<file path="src/design/assert_macros.svh">
// Assertion macros shared by the console's modules.
// Each macro expects the signals clk and arst_n in the scope where it is used.
`ifndef ASSERT_MACROS_SVH
`define ASSERT_MACROS_SVH

// A property that must hold at every clock edge outside reset.
`define CLCD_ASSERT(lbl, prop, msg) \
	lbl: assert property (@(posedge clk) disable iff (!arst_n) (prop)) else $error(msg);

// An implication: whenever pre holds, post must hold in the same cycle.
`define CLCD_ASSERT_IMPL(lbl, pre, post, msg) \
	lbl: assert property (@(posedge clk) disable iff (!arst_n) (pre) |-> (post)) else $error(msg);

`endif

</file>
<file path="src/design/clcd_pkg.sv">
// Package for the character LCD text console: constants, codes and the
// transaction and controller interface types. Depends on nothing.
package clcd_pkg;

	localparam int COLUMNS_DEF = 16;
	localparam int ROWS_DEF    = 2;

	localparam logic [7:0] NEWLINE        = 8'd10;
	localparam logic [7:0] CRETURN        = 8'd13;
	localparam logic [7:0] BLANK          = 8'h20;
	localparam logic [6:0] ROW_OFFSET_RST = 7'd64;

	// Request operation codes.
	localparam logic [1:0] OP_PRINT  = 2'd0;
	localparam logic [1:0] OP_LOCATE = 2'd1;
	localparam logic [1:0] OP_CLEAR  = 2'd2;

	// LCD bus command kinds.
	localparam logic [1:0] KIND_ADDR  = 2'd0;
	localparam logic [1:0] KIND_DATA  = 2'd1;
	localparam logic [1:0] KIND_CLEAR = 2'd2;

	typedef struct packed {
		logic [1:0] operation;
		logic [7:0] char_code;
		logic [3:0] target_column;
		logic       target_row;
	} clcd_req_t;

	typedef struct packed {
		logic [1:0] command_kind;
		logic [7:0] command_value;
		logic       last_command;
	} clcd_bus_t;

	typedef enum logic [2:0] {
		ST_IDLE,
		ST_ADDR,
		ST_HOME,
		ST_SCAN_RD,
		ST_SCAN_WR,
		ST_CHAR,
		ST_CLEAR
	} clcd_state_t;

	// Which command the datapath puts on the bus.
	typedef enum logic [2:0] {
		SEL_CUR_ADDR,
		SEL_HOME_ADDR,
		SEL_CHAR,
		SEL_SCAN,
		SEL_CLEAR
	} clcd_sel_t;

	typedef struct packed {
		logic      take_print;
		logic      take_locate;
		logic      take_clear;
		logic      put_char;
		logic      scan_start;
		logic      scan_read;
		logic      scan_write;
		clcd_sel_t sel;
		logic      last;
	} clcd_cmd_t;

	typedef struct packed {
		logic wrap_due;
		logic last_row;
		logic printable;
		logic scan_done;
	} clcd_sts_t;

endpackage

</file>
<file path="src/design/clcd_ram.sv">
// Generic single write port, single read port RAM with registered read data.
// Depends on nothing.
module clcd_ram #(
	parameter int WIDTH = 8,
	parameter int DEPTH = 32
) (
	input  logic                     clk,
	input  logic                     wr_en,
	input  logic [$clog2(DEPTH)-1:0] wr_addr,
	input  logic [WIDTH-1:0]         wr_data,
	input  logic                     rd_en,
	input  logic [$clog2(DEPTH)-1:0] rd_addr,
	output logic [WIDTH-1:0]         rd_data
);

	logic [WIDTH-1:0] mem_q [DEPTH];

	always_ff @(posedge clk) begin
		if (wr_en) begin
			mem_q[wr_addr] <= wr_data;
		end
		if (rd_en) begin
			rd_data <= mem_q[rd_addr];
		end
	end

endmodule

</file>
<file path="src/design/clcd_dp.sv">
// Datapath of the text console: cursor, previous character, row offset,
// shadow screen store with its valid bits, and bus command formation.
// Depends on clcd_pkg, clcd_ram and assert_macros.svh.
`include "assert_macros.svh"

module clcd_dp
	import clcd_pkg::*;
#(
	parameter int COLUMNS = COLUMNS_DEF,
	parameter int ROWS    = ROWS_DEF
) (
	input  logic      clk,
	input  logic      arst_n,
	input  logic      cfg_wr_en,
	input  logic [6:0] cfg_wr_data,
	input  clcd_req_t req,
	input  clcd_cmd_t cmd,
	output clcd_sts_t sts,
	output clcd_bus_t bus
);

	localparam int CELLS = COLUMNS * ROWS;
	localparam int IDX_W = $clog2(CELLS);
	localparam int COL_W = $clog2(COLUMNS + 1);
	localparam int ROW_W = (ROWS > 1) ? $clog2(ROWS) : 1;
	localparam int PW    = ROW_W + 7;

	logic [COL_W-1:0] col_q;
	logic [ROW_W-1:0] row_q;
	logic [7:0]       prev_q;
	logic [6:0]       off_q;
	logic [7:0]       ch_q;
	logic [IDX_W-1:0] scan_q;
	logic [CELLS-1:0] vld_q;
	logic             vld_rd_q;

	logic [COL_W-1:0] loc_col;
	logic [ROW_W-1:0] loc_row;
	logic [PW-1:0]    roff_prod;
	logic [7:0]       cur_addr;
	logic [IDX_W-1:0] cell_idx;
	logic             from_top;
	logic [IDX_W-1:0] rd_idx;
	logic [7:0]       rd_data;
	logic [7:0]       scan_val;
	logic             ram_we;
	logic [IDX_W-1:0] wr_idx;
	logic [7:0]       wr_val;

	assign loc_col = (COL_W'(req.target_column) > COL_W'(COLUMNS)) ?
		COL_W'(COLUMNS) : COL_W'(req.target_column);
	assign loc_row = (ROW_W'(req.target_row) > ROW_W'(ROWS - 1)) ?
		ROW_W'(ROWS - 1) : ROW_W'(req.target_row);

	assign roff_prod = PW'(row_q) * PW'(off_q);
	assign cur_addr  = 8'(col_q) + roff_prod[7:0];
	assign cell_idx  = IDX_W'(col_q) + IDX_W'(int'(row_q) * COLUMNS);

	// During a scroll, rows below the top move up; the last row is blanked.
	assign from_top = (scan_q < IDX_W'(CELLS - COLUMNS));
	assign rd_idx   = scan_q + IDX_W'(COLUMNS);
	assign scan_val = (from_top && vld_rd_q) ? rd_data : BLANK;

	assign ram_we = cmd.put_char | cmd.scan_write;
	assign wr_idx = cmd.put_char ? cell_idx : scan_q;
	assign wr_val = cmd.put_char ? ch_q : scan_val;

	clcd_ram #(
		.WIDTH(8),
		.DEPTH(CELLS)
	) u_store (
		.clk    (clk),
		.wr_en  (ram_we),
		.wr_addr(wr_idx),
		.wr_data(wr_val),
		.rd_en  (cmd.scan_read),
		.rd_addr(rd_idx),
		.rd_data(rd_data)
	);

	assign sts.wrap_due  = (prev_q == NEWLINE) || (col_q >= COL_W'(COLUMNS));
	assign sts.last_row  = (row_q == ROW_W'(ROWS - 1));
	assign sts.printable = (req.char_code != NEWLINE) && (req.char_code != CRETURN);
	assign sts.scan_done = (scan_q == IDX_W'(CELLS - 1));

	always_comb begin
		bus.last_command = cmd.last;
		unique case (cmd.sel)
			SEL_CUR_ADDR: begin
				bus.command_kind  = KIND_ADDR;
				bus.command_value = cur_addr;
			end
			SEL_HOME_ADDR: begin
				bus.command_kind  = KIND_ADDR;
				bus.command_value = 8'd0;
			end
			SEL_CHAR: begin
				bus.command_kind  = KIND_DATA;
				bus.command_value = ch_q;
			end
			SEL_SCAN: begin
				bus.command_kind  = KIND_DATA;
				bus.command_value = scan_val;
			end
			SEL_CLEAR: begin
				bus.command_kind  = KIND_CLEAR;
				bus.command_value = 8'd0;
			end
			default: begin
				bus.command_kind  = KIND_CLEAR;
				bus.command_value = 8'd0;
			end
		endcase
	end

	always_ff @(posedge clk or negedge arst_n) begin
		if (!arst_n) begin
			col_q  <= '0;
			row_q  <= '0;
			prev_q <= '0;
			off_q  <= ROW_OFFSET_RST;
			vld_q  <= '0;
		end else begin
			if (cfg_wr_en) begin
				off_q <= cfg_wr_data;
			end
			if (cmd.take_clear) begin
				col_q  <= '0;
				row_q  <= '0;
				prev_q <= '0;
			end else if (cmd.take_locate) begin
				col_q  <= loc_col;
				row_q  <= loc_row;
				prev_q <= '0;
			end else if (cmd.take_print) begin
				prev_q <= req.char_code;
				if (sts.wrap_due) begin
					col_q <= '0;
					if (!sts.last_row) begin
						row_q <= row_q + ROW_W'(1);
					end
				end
			end else if (cmd.put_char) begin
				col_q <= col_q + COL_W'(1);
			end
			if (cmd.take_clear) begin
				vld_q <= '0;
			end else if (ram_we) begin
				vld_q[wr_idx] <= 1'b1;
			end
		end
	end

	always_ff @(posedge clk) begin
		if (cmd.take_print) begin
			ch_q <= req.char_code;
		end
		if (cmd.scan_start) begin
			scan_q <= '0;
		end else if (cmd.scan_write) begin
			scan_q <= scan_q + IDX_W'(1);
		end
		if (cmd.scan_read) begin
			vld_rd_q <= vld_q[rd_idx];
		end
	end

	`CLCD_ASSERT_IMPL(a_char_in_row, cmd.put_char, col_q < COL_W'(COLUMNS),
		"character written past row end")
	`CLCD_ASSERT(a_row_range, row_q <= ROW_W'(ROWS - 1), "cursor row beyond last row")
	`CLCD_ASSERT_IMPL(a_scan_range, cmd.scan_write, scan_q <= IDX_W'(CELLS - 1),
		"scroll index out of range")

endmodule

</file>
<file path="src/design/clcd_ctrl.sv">
// Controller state machine of the text console: accepts requests and
// sequences the bus commands. Depends on clcd_pkg and assert_macros.svh.
`include "assert_macros.svh"

module clcd_ctrl
	import clcd_pkg::*;
(
	input  logic       clk,
	input  logic       arst_n,
	input  logic       req_valid,
	input  logic [1:0] req_operation,
	input  clcd_sts_t  sts,
	input  logic       bus_ready,
	output logic       req_ready,
	output logic       bus_valid,
	output clcd_cmd_t  cmd
);

	clcd_state_t state_q, state_d;
	logic        char_due_q, char_due_d;

	always_ff @(posedge clk or negedge arst_n) begin
		if (!arst_n) begin
			state_q    <= ST_IDLE;
			char_due_q <= 1'b0;
		end else begin
			state_q    <= state_d;
			char_due_q <= char_due_d;
		end
	end

	always_comb begin
		state_d    = state_q;
		char_due_d = char_due_q;
		req_ready  = 1'b0;
		bus_valid  = 1'b0;
		cmd        = '{default: '0, sel: SEL_CUR_ADDR};
		unique case (state_q)
			ST_IDLE: begin
				req_ready = 1'b1;
				if (req_valid) begin
					unique case (req_operation)
						OP_PRINT: begin
							cmd.take_print = 1'b1;
							char_due_d     = sts.printable;
							if (sts.wrap_due) begin
								state_d = sts.last_row ? ST_HOME : ST_ADDR;
							end else if (sts.printable) begin
								state_d = ST_CHAR;
							end
						end
						OP_LOCATE: begin
							cmd.take_locate = 1'b1;
							char_due_d      = 1'b0;
							state_d         = ST_ADDR;
						end
						OP_CLEAR: begin
							cmd.take_clear = 1'b1;
							state_d        = ST_CLEAR;
						end
						default: begin
							state_d = ST_IDLE;
						end
					endcase
				end
			end
			ST_ADDR: begin
				bus_valid = 1'b1;
				cmd.sel   = SEL_CUR_ADDR;
				cmd.last  = !char_due_q;
				if (bus_ready) begin
					state_d = char_due_q ? ST_CHAR : ST_IDLE;
				end
			end
			ST_HOME: begin
				bus_valid = 1'b1;
				cmd.sel   = SEL_HOME_ADDR;
				if (bus_ready) begin
					cmd.scan_start = 1'b1;
					state_d        = ST_SCAN_RD;
				end
			end
			ST_SCAN_RD: begin
				cmd.sel       = SEL_SCAN;
				cmd.scan_read = 1'b1;
				state_d       = ST_SCAN_WR;
			end
			ST_SCAN_WR: begin
				bus_valid = 1'b1;
				cmd.sel   = SEL_SCAN;
				if (bus_ready) begin
					cmd.scan_write = 1'b1;
					state_d        = sts.scan_done ? ST_ADDR : ST_SCAN_RD;
				end
			end
			ST_CHAR: begin
				bus_valid = 1'b1;
				cmd.sel   = SEL_CHAR;
				cmd.last  = 1'b1;
				if (bus_ready) begin
					cmd.put_char = 1'b1;
					state_d      = ST_IDLE;
				end
			end
			ST_CLEAR: begin
				bus_valid = 1'b1;
				cmd.sel   = SEL_CLEAR;
				cmd.last  = 1'b1;
				if (bus_ready) begin
					state_d = ST_IDLE;
				end
			end
			default: begin
				state_d = ST_IDLE;
			end
		endcase
	end

	`CLCD_ASSERT_IMPL(a_one_side, req_ready, !bus_valid, "request taken while a command is offered")
	`CLCD_ASSERT(a_scan_end, (state_q == ST_SCAN_WR && bus_ready && sts.scan_done) |=> (state_q == ST_ADDR), "scroll did not end in an address set")
	`CLCD_ASSERT_IMPL(a_last_flag, bus_valid && (state_q == ST_HOME || state_q == ST_SCAN_WR), !cmd.last, "scroll command marked as last")

endmodule

</file>
<file path="src/design/char_lcd_text_console.sv">
// Top level of the character LCD text console.
// Depends on clcd_pkg, clcd_ctrl and clcd_dp.
//
// This block turns a stream of console requests (print a character, locate
// the cursor, clear the screen) into LCD bus commands: set display address,
// write data byte and clear display. Each request transaction on the req
// channel yields zero or more command transactions on the bus channel, and
// the final command of a request carries last_command. It handles one
// request at a time: a new request is taken only once every command of the
// previous one has been delivered. A plain character yields a data write,
// preceded by an address set when it follows a newline or a full row; a
// carriage return or a newline yields that address set alone or nothing; a
// locate yields an address set, a clear a clear command, the unused code none.
// A print past the last row scrolls the shadow screen store: each cell of
// the row below is read through the store's single read port, with its
// registered read data, then written back one row higher and offered on the
// bus, and the last row is blanked. A cell's display address is column +
// row * row_offset, taken modulo 256; the user writes row_offset through
// cfg_wr_en and cfg_wr_data while the block is idle (the block does not
// enforce this), and it resets to 64. After reset the store reads as all
// spaces at once, as per-cell valid bits stand in for a clearing pass.
module char_lcd_text_console
	import clcd_pkg::*;
#(
	parameter int COLUMNS = COLUMNS_DEF,
	parameter int ROWS    = ROWS_DEF
) (
	input  logic       clk,
	input  logic       arst_n,
	input  logic       cfg_wr_en,
	input  logic [6:0] cfg_wr_data,
	input  logic       req_valid,
	output logic       req_ready,
	input  clcd_req_t  req,
	output logic       bus_valid,
	input  logic       bus_ready,
	output clcd_bus_t  bus
);

	clcd_cmd_t cmd;
	clcd_sts_t sts;

	// The controller sequences the commands; it sees only the request's
	// operation code and the datapath's status flags.
	clcd_ctrl u_ctrl (
		.clk          (clk),
		.arst_n       (arst_n),
		.req_valid    (req_valid),
		.req_operation(req.operation),
		.sts          (sts),
		.bus_ready    (bus_ready),
		.req_ready    (req_ready),
		.bus_valid    (bus_valid),
		.cmd          (cmd)
	);

	// The datapath holds the cursor, the screen store and the row offset,
	// and forms the command payload that the controller selects.
	clcd_dp #(
		.COLUMNS(COLUMNS),
		.ROWS   (ROWS)
	) u_dp (
		.clk        (clk),
		.arst_n     (arst_n),
		.cfg_wr_en  (cfg_wr_en),
		.cfg_wr_data(cfg_wr_data),
		.req        (req),
		.cmd        (cmd),
		.sts        (sts),
		.bus        (bus)
	);

endmodule

</file>
<file path="config.mk">
export PLATFORM = sky130hd
export DESIGN_NAME = char_lcd_text_console
export DESIGN_NICKNAME = d
export VERILOG_FILES = /design/src/design/clcd_pkg.sv /design/src/design/clcd_ram.sv /design/src/design/clcd_dp.sv /design/src/design/clcd_ctrl.sv /design/src/design/char_lcd_text_console.sv
export VERILOG_INCLUDE_DIRS = /design/src /design/src/design
export SDC_FILE = /design/constraint.sdc
export NUM_CORES = 1
export LEC_CHECK = 0
export BUFFER_PORTS_ARGS = -buffer_cell sky130_fd_sc_hd__buf_2
export CELL_PAD_IN_SITES_DETAIL_PLACEMENT = 2
export CELL_PAD_IN_SITES_GLOBAL_PLACEMENT = 2
export CORE_ASPECT_RATIO = 1.25
export CORE_MARGIN = 4
export CORE_UTILIZATION = 45
export CTS_BUF_LIST = sky130_fd_sc_hd__clkbuf_8
export CTS_CLUSTER_SIZE = 16
export DETAILED_ROUTE_END_ITERATION = 16
export GPL_TIMING_DRIVEN = 0
export PLACE_DENSITY = 0.9
export SLEW_MARGIN = 20
export SYNTH_ARGS = -nofsm -noshare
export SYNTH_HDL_FRONTEND = slang
export SYNTH_SLANG_ARGS = --single-unit
</file>
<file path="constraint.sdc">
create_clock -name clk -period 3.1 [get_ports clk]
set_clock_uncertainty 0.05 [all_clocks]
set_input_delay 0.155 -clock clk [delete_from_list [all_inputs] [get_ports clk]]
set_output_delay 0.155 -clock clk [all_outputs]
set_load 0.005 [all_outputs]
</file>
==> results of run 1 <==
==> metal layers <==
layer  GRT usage, %  wire length, um  vias to the layer above
li1               -                -                     3403
met4           15.1             2630                        0
met5              0                0                        -
met3           4.33             2640                      145
met2           48.2            25200                      476
met1           34.1            18700                     4740
==> how the worst max path moves through the flow <==
stage,endpoint,slack [ps],cells after the start,from
after floorplan,u_dp.u_store.mem_q[0][1]$_DFFE_PP_,190,5,u_ctrl.state_q[2]$_DFFE_PN0P_
after global placement,u_dp.u_store.mem_q[7][1]$_DFFE_PP_,-1750,5,u_ctrl.state_q[2]$_DFFE_PN0P_
after global routing,u_dp.u_store.mem_q[20][4]$_DFFE_PP_,-200,6,u_ctrl.state_q[2]$_DFFE_PN0P_
after detailed placement,u_dp.vld_q[17]$_DFFE_PN0P_,-440,6,u_dp.scan_q[1]$_SDFFE_PP0P_
after CTS,u_dp.u_store.mem_q[30][2]$_DFFE_PP_,-250,6,u_ctrl.state_q[0]$_DFFE_PN0P_
final,u_dp.u_store.mem_q[20][3]$_DFFE_PP_,-160,5,u_ctrl.state_q[1]$_DFFE_PN0P_
==> metrics by stage <==
step	hold slack, ps	setup WS [ps]
2_1_floorplan	-191	188
3_3_place_gp	321	-1750
3_5_place_dp	257	-438
4_1_cts	70.9	-249
5_1_grt	119	-205
6_report	127	-162
==> sequential cells by signal, indices dropped and copies added, names as in the netlist <==
signal and count:
u_dp.prev_q 8, u_dp.ch_q 8, u_dp.col_q 5, u_dp.u_store.mem_q 256
u_ctrl.state_q 3, u_dp.u_store.rd_data 8, u_ctrl.char_due_q 1, u_dp.scan_q 5
u_dp.vld_q 32, u_dp.off_q 7, u_dp.vld_rd_q 1, u_dp.row_q 1
==> placed cells by master (no fill, tap or decap), types with 17 or more instances in the layout <==
cell	n
buf_2	44
clkbuf_1	17
clkbuf_8	62
dfrtp_1	53
dlygate4sd3_1	33
edfxtp_1	273
inv_1	40
mux2_2	17
mux4_2	90
nand2_1	35
nor2_1	20
nor2_4	19
o21a_1	35
==> synth_stat cells (all sizes together) (3+ instances only) <==
cell / n / area [sq um]
edfxtp: 273 / 8200
mux4: 90 / 2030
dfrtp: 56 / 1400
nor2: 52 / 195
nand2: 40 / 150
o21a: 35 / 263
clkbuf: 22 / 82.6
buf: 21 / 130
a21oi: 17 / 85.1
mux2: 17 / 191
inv: 15 / 56.3
o21ai: 15 / 75.1
nand3: 10 / 50.1
a22o: 9 / 78.8
and2: 8 / 50.1
ha: 8 / 100
a31oi: 7 / 43.8
o31ai: 7 / 52.6
xnor2: 6 / 52.6
and3: 5 / 36.3
dfxtp: 5 / 100
nor2b: 5 / 31.3
nor3: 5 / 25.0
a32oi: 4 / 35.0
mux2i: 4 / 40.0
o221ai: 4 / 35.0
o22ai: 4 / 25.0
xor2: 4 / 35.0
a22oi: 3 / 22.5
nand2b: 3 / 18.8
==> worst reg2reg max path: stages (launching register included) <==
cell	delay, ps
dfrtp_1	460
nand2b_1	330
nor3b_4	600
nor2b_1	390
a22oi_2	420
nor2_2	640
==> layout make-up <==
type                            count  area share (%)
Antenna cell                        2          0.0305
Buffer                             42            1.33
Clock buffer                       62            5.20
Clock inverter                     38            1.08
Inverter                           15           0.343
Multi-Input combinational cell    387            25.9
Sequential cell                   335            59.3
Tap cell                          401            3.06
Timing Repair Buffer               77            3.72
==> power by group <==
group          internal (W)  leakage [nW]  switching [W]
Clock               0.00190         0.621        0.00191
Combinational       0.00193          1.75        0.00301
Sequential          0.00544          3.27       0.000329
==> timing repair <==
action	CTS	global route
pin swaps	0	5
endpoints found under the setup margin	424	304
hold buffers	33	0
setup buffers	1	4
gates resized for setup	44	42
endpoints found under the hold margin	87	0
==> cell families (layout without fill, tap and decap cells) <==
| group | Yosys count | in the layout | share of synthesized area, % |
|---|---|---|---|
| fa+ha+maj | 9 | 9 | 0.861 |
| simple gates | 142 | 142 | 4.95 |
| xor+xnor | 10 | 10 | 0.628 |
| buf+inv | 58 | 234 | 1.93 |
| flops | 335 | 335 | 69.7 |
| mux | 111 | 111 | 16.2 |
| other cells | 0 | 2 | 0 |
| compound gates | 115 | 115 | 5.75 |
==> impl_results.md, run 1 <==
- Outcome: finished, violations left
- Failing checks: setup timing
- Critical-path top delay cell: nor2_2
- Worst Hold Path EP: u_dp.row_q$_DFFE_PN0P_
- Synthesized flop and latch total: 335
- VDD IR max: 399 uV
- Final instance area: 16400 sq um
- Via count: 8764
- Avg Inst Size Synth: 17.9 sq um
- Post-Syn Area: 14000 sq um
- Cells along the critical path: nand2b_1, nor3b_4, nor2b_1, a22oi_2, nor2_2
- CP peak stage delay: around 630 ps
- Yosys warns: 0
- Final WL: 49200 um
- WP data required: 3290 ps
- Tcrit/Tclk final: 105%
- Buffer and inverter count on the worst path: 0
- Primary FF master, synth: edfxtp_1
- Hold path cells: 3
- Routed len/inst: 36.2 um
- Cell total after placement: 1220
- Initial DRC count: 1077
- Rows: 71
- MaxCap Viol Count: 0
- Slew Limit Headroom: between 10% and 20%
- Filler cells: roughly 2600
- CTS H-Tree Depth: 2
- Area after DPL: 14700 sq um
- Clock Latency Late Sink: around 620 ps
- Vias in the first global route: 9613
- Syn nets: 816
- Final HPWL DP: 28800 um
- Largest net degree at the start of global routing: 58
- Sequential share of the synthesized area: 69.7%
- DR vias/cell: between 6 and 7
- CTS tree: built
- Total grt overflow: 0
- Crit path max fanout: 9
- Critical path arrival: 3450 ps
- Setup violations, final: 95
- Io pins: 40
- Die height: just over 200 um
- Crit end category: flop
- Worst hold start: req[13]
- Post-layout worst setup margin: -162 ps
- Final std cells w/o fill: 1359
- Peak Freq: about 0.31 GHz
- Tmin final: 3260 ps
- Storage cell area: about 9700 sq um
- Lkg Pwr: approximately 5.6 nW
- Crit start category: flop
- Die width: between 150 and 200 um
- Slew @ Worst Pin: 1260 ps
- Synth unique cells: 57
- Pwr Total: 0.0145 W
- Max Slew Vio Count: 0
- Syn Inst Count: just under 800
- Tot GR Track Use: 28.1%
- Input/output buffers: 37
- Clock Tree Root: clkbuf_8
- Async SR Flop Fraction: 17.0%
- Die area: approximately 34000 sq um
- First-pass DRT Iterations: 5
- Number of synthesized flops with an enable pin: 273
- Area grow syn2layout: 17.6%
- ANT nets after route: 0
- R2r setup slk: -160 ps
- Initial core utilization: 45.9%
- Core area: approximately 30000 sq um
- Reg2reg path depth: 5
- Worst r2r src: u_ctrl.state_q[1]$_DFFE_PN0P_
- Clk buf depth: 3
- Critical path type: flop to flop
- Setup_tns: -7750 ps
- Residual DRC: 0
- Clock slew at reported path FFs: 70 ps
- First-pass GRT wire length: slightly below 70000 um
- CTS Sinks: ~340
- Final nets: 947
- Hold/Removal Path Class: input port to flop
- Layout cell share with drive strength beyond 1: 31.8%
- GP Congestion: around 0.83
- Final hold vios: 0
- RSZ-0062 raised after global routing: yes
- CP delay by family, top: simple AND/OR/NAND/NOR gates
- Footprint of the multi-input gates: 4260 sq um
- Power density cells: 885 nW/um^2
- Util after Layout: 54.0%
- Initial antenna violation count: 2
- Total CTS buffers: 53
- FF-to-FF End: u_dp.u_store.mem_q[20][3]$_DFFE_PP_
(Power assumes the default switching activity.)
==> run 2: changes to the inputs <==
--- a/config.mk
+++ b/config.mk
@@ -9,14 +9,13 @@
 export BUFFER_PORTS_ARGS = -buffer_cell sky130_fd_sc_hd__buf_2
 export CELL_PAD_IN_SITES_DETAIL_PLACEMENT = 2
 export CELL_PAD_IN_SITES_GLOBAL_PLACEMENT = 2
-export CORE_ASPECT_RATIO = 1.25
 export CORE_MARGIN = 4
-export CORE_UTILIZATION = 45
+export CORE_UTILIZATION = 53
 export CTS_BUF_LIST = sky130_fd_sc_hd__clkbuf_8
 export CTS_CLUSTER_SIZE = 16
 export DETAILED_ROUTE_END_ITERATION = 16
 export GPL_TIMING_DRIVEN = 0
-export PLACE_DENSITY = 0.9
+export PLACE_DENSITY = 0.95
 export SLEW_MARGIN = 20
 export SYNTH_ARGS = -nofsm -noshare
 export SYNTH_HDL_FRONTEND = slang
==> constraint.sdc (replaced) <==
create_clock -name clk -period 4.1 [get_ports clk]
set_clock_uncertainty 0.05 [all_clocks]
set_input_delay 0.205 -clock clk [delete_from_list [all_inputs] [get_ports clk]]
set_output_delay 0.205 -clock clk [all_outputs]
set_load 0.005 [all_outputs]
==> run 2 against run 1 <==
Against the previous run: the flow now finishes without violations; register-to-register slack improved by 450 ps; critical path type is now flop to output pin; setup slack improved by 270 ps; cell count down 5.8%; via count rose by 4.5%; highest routed layer unchanged; combinational power fell by 26%; total power fell by 23%; clock power is 20% lower; hold slack worse by 100 ps; count of clock-buffer cells in the layout did not move; critical path depth is 7 higher; sequential share of layout area is 1.6 points higher; non-clock buffer count decreased by 15.
==> impl_results.md, run 2 (synthesis results as in run 1) <==
- Input/output buffers: 37 (unchanged)
- Max reg flops: 256 (unchanged)
- Via count: 9155 (+4.5%)
- Crit end category: output pin
- Area grow syn2layout: 14.5%
- Total grt overflow: 0 (unchanged)
- ANT cells: 0 (-2)
- Hold/Removal Path Class: input port to flop
- ANT nets after route: 0 (unchanged)
- Final hold vios: 0 (unchanged)
- MaxCap Viol Count: 0 (unchanged)
- Filler cells: 2121 (-20%)
- Final nets: 934 (-1.4%)
- Die width: 170 um (+2.9%)
- Die area: 29000 sq um (-15%)
- Rows: 59 (-17%)
- Final WL: 52400 um (+6.5%)
- First-pass DRT Iterations: 7 (+2)
- Clock Tree Root: clkbuf_8
- Critical path type: flop to output pin
- Vias in the first global route: 9765 (+1.6%)
- Clock Latency Late Sink: 630 ps (about the same)
- Largest net degree at the start of global routing: 58 (unchanged)
- Clk buf depth: 3 (unchanged)
- Io pins: 40 (unchanged)
- RSZ-0062 raised after global routing: no
- Max Slew Vio Count: 0 (unchanged)
- CTS tree: built
- Final instance area: 16000 sq um (-2.7%)
- Setup violations, final: 0 (-100%)
- CTS H-Tree Depth: 2 (unchanged)
- Clock slew at reported path FFs: 60 ps (about the same)
- Tot GR Track Use: 36.3% (+8.2 points)
- Initial core utilization: 53.7% (+7.8 points)
- WP data required: 3850 ps (+560 ps)
- Routed len/inst: 40.9 um (+13%)
- Total CTS buffers: 55 (+3.8%)
- GP Congestion: 0.850 (+2.0%)
- Crit path max fanout: 10 (+1)
- Final std cells w/o fill: 1280 (-5.8%)
- Initial DRC count: 1276 (+18%)
- DR vias/cell: 7.15 (+11%)
- Slew @ Worst Pin: 1140 ps (-116 ps)
- Most frequent cells in the layout: edfxtp_1, mux4_2, clkbuf_8
- Outcome: finished, final reports clean
- Die height: 170 um (-17%)
- CTS Sinks: 335 (unchanged)
- First-pass GRT wire length: 74600 um (+9.3%)
- Top reg by flops: u_dp.u_store.mem_q
- Power density cells: 697 nW/um^2 (-21%)
- Setup bufs post-CTS: 0 (-1)
- Commonest non-fill, non-tap cell in the layout: edfxtp_1
- Slew Limit Headroom: 23.6% (+7.7 points)
- Layout cell share with drive strength beyond 1: 26.8% (-5.0 points)
- Final HPWL DP: 29700 um (+3.1%)
- Residual DRC: 0 (unchanged)
- Post-layout worst setup margin: 105 ps (+267 ps)
- Critical path arrival: 3740 ps (+290 ps)
- Peak Freq: between 0.2 and 0.3 GHz
- Lkg Pwr: 5.59 nW (-0.96%)
- Tmin final: 4000 ps
- Tcrit/Tclk final: 97.4%
- Initial antenna violation count: 1 (-1)
- Pre-CTS setup slack: 334 ps (+771 ps)
- Area after DPL: 14600 sq um (-0.41%)
- Biggest regs: u_dp.u_store.mem_q x256, u_dp.vld_q x32
- Core area: 26000 sq um (-14%)
- Crit start category: flop
- VDD IR max: 406 uV (+1.7%)
- Cell total after placement: 1155 (-5.3%)
## run 2: power breakdown
| part | internal [W] | leakage (nW) | switching, W |
|---|---|---|---|
| Sequential | 0.00411 | 3.28 | 0.000278 |
| Clock | 0.00152 | 0.670 | 0.00154 |
| Combinational | 0.00141 | 1.64 | 0.00227 |
| Total | 0.00704 | 5.59 | 0.00409 |
## run 2: area by class of cell
type / count / area [sq um] / area share [%]
Sequential cell: 335 / 9730 / 60.9
Multi-Input combinational cell: 387 / 4020 / 25.2
Clock buffer: 62 / 853 / 5.34
Timing Repair Buffer: 61 / 448 / 2.80
Tap cell: 335 / 419 / 2.62
Clock inverter: 42 / 234 / 1.47
Buffer: 43 / 213 / 1.33
Inverter: 15 / 56.3 / 0.353
## run 2: routing by layer
metal,up-vias,wire (um),track usage [%]
li1,3376,-,-
met1,4873,19600,49.3
met2,706,25200,58.5
met3,200,4290,5.39
met4,0,3270,17.5
met5,-,0,0
## run 2: final timing paths
path                                                from                                   to  slack, ps  cells past startpoint
min in group asynchronous                         arst_n           u_dp.vld_q[15]$_DFFE_PN0P_        230                      2
hold / removal                                    req[1]            u_dp.col_q[0]$_DFFE_PN0P_         30                      4
setup / recovery                  u_dp.row_q$_DFFE_PN0P_                               bus[7]        100                     12
hold reg to reg               u_dp.vld_q[27]$_DFFE_PN0P_           u_dp.vld_q[27]$_DFFE_PN0P_        470                      1
setup reg to reg           u_ctrl.state_q[1]$_DFFE_PN0P_  u_dp.u_store.mem_q[22][3]$_DFFE_PP_        290                      6
max in group asynchronous                         arst_n           u_dp.vld_q[29]$_DFFE_PN0P_       3120                      2
## run 2: worst max-delay path: stages (launching register included)
cell and delay (ps):
dfrtp_1 330, clkbuf_1 500, and2_1 270, ha_1 200, inv_1 70, fa_1 450, inv_1 120, a21oi_1 110
o21bai_1 230, a31oi_1 140, xor2_1 190, o31ai_1 350, buf_2 200
## run 2: through the flow
| step | setup TNS [ps] | power, W | util [%] | hold slack [ps] |
|---|---|---|---|---|
| finish | 0 | 0.0111 | 61.5 | 25.9 |
| detailed placement | 0 | 0.00771 | 56.3 | 315 |
| global placement | -46110 | 0.00734 | 56.0 | 372 |
| global route | 0 | 0.0114 | 61.5 | 39.9 |
| CTS | 0 | 0.0109 | 61.2 | 9.05 |
| floorplan | 0 | 0.00641 | - | -141 |
## run 2: timing repair
item / 4_1_cts / 5_1_grt
resized for setup: 0 / 0
hold buffers: 18 / 0
hold endpoints to repair: 81 / 0
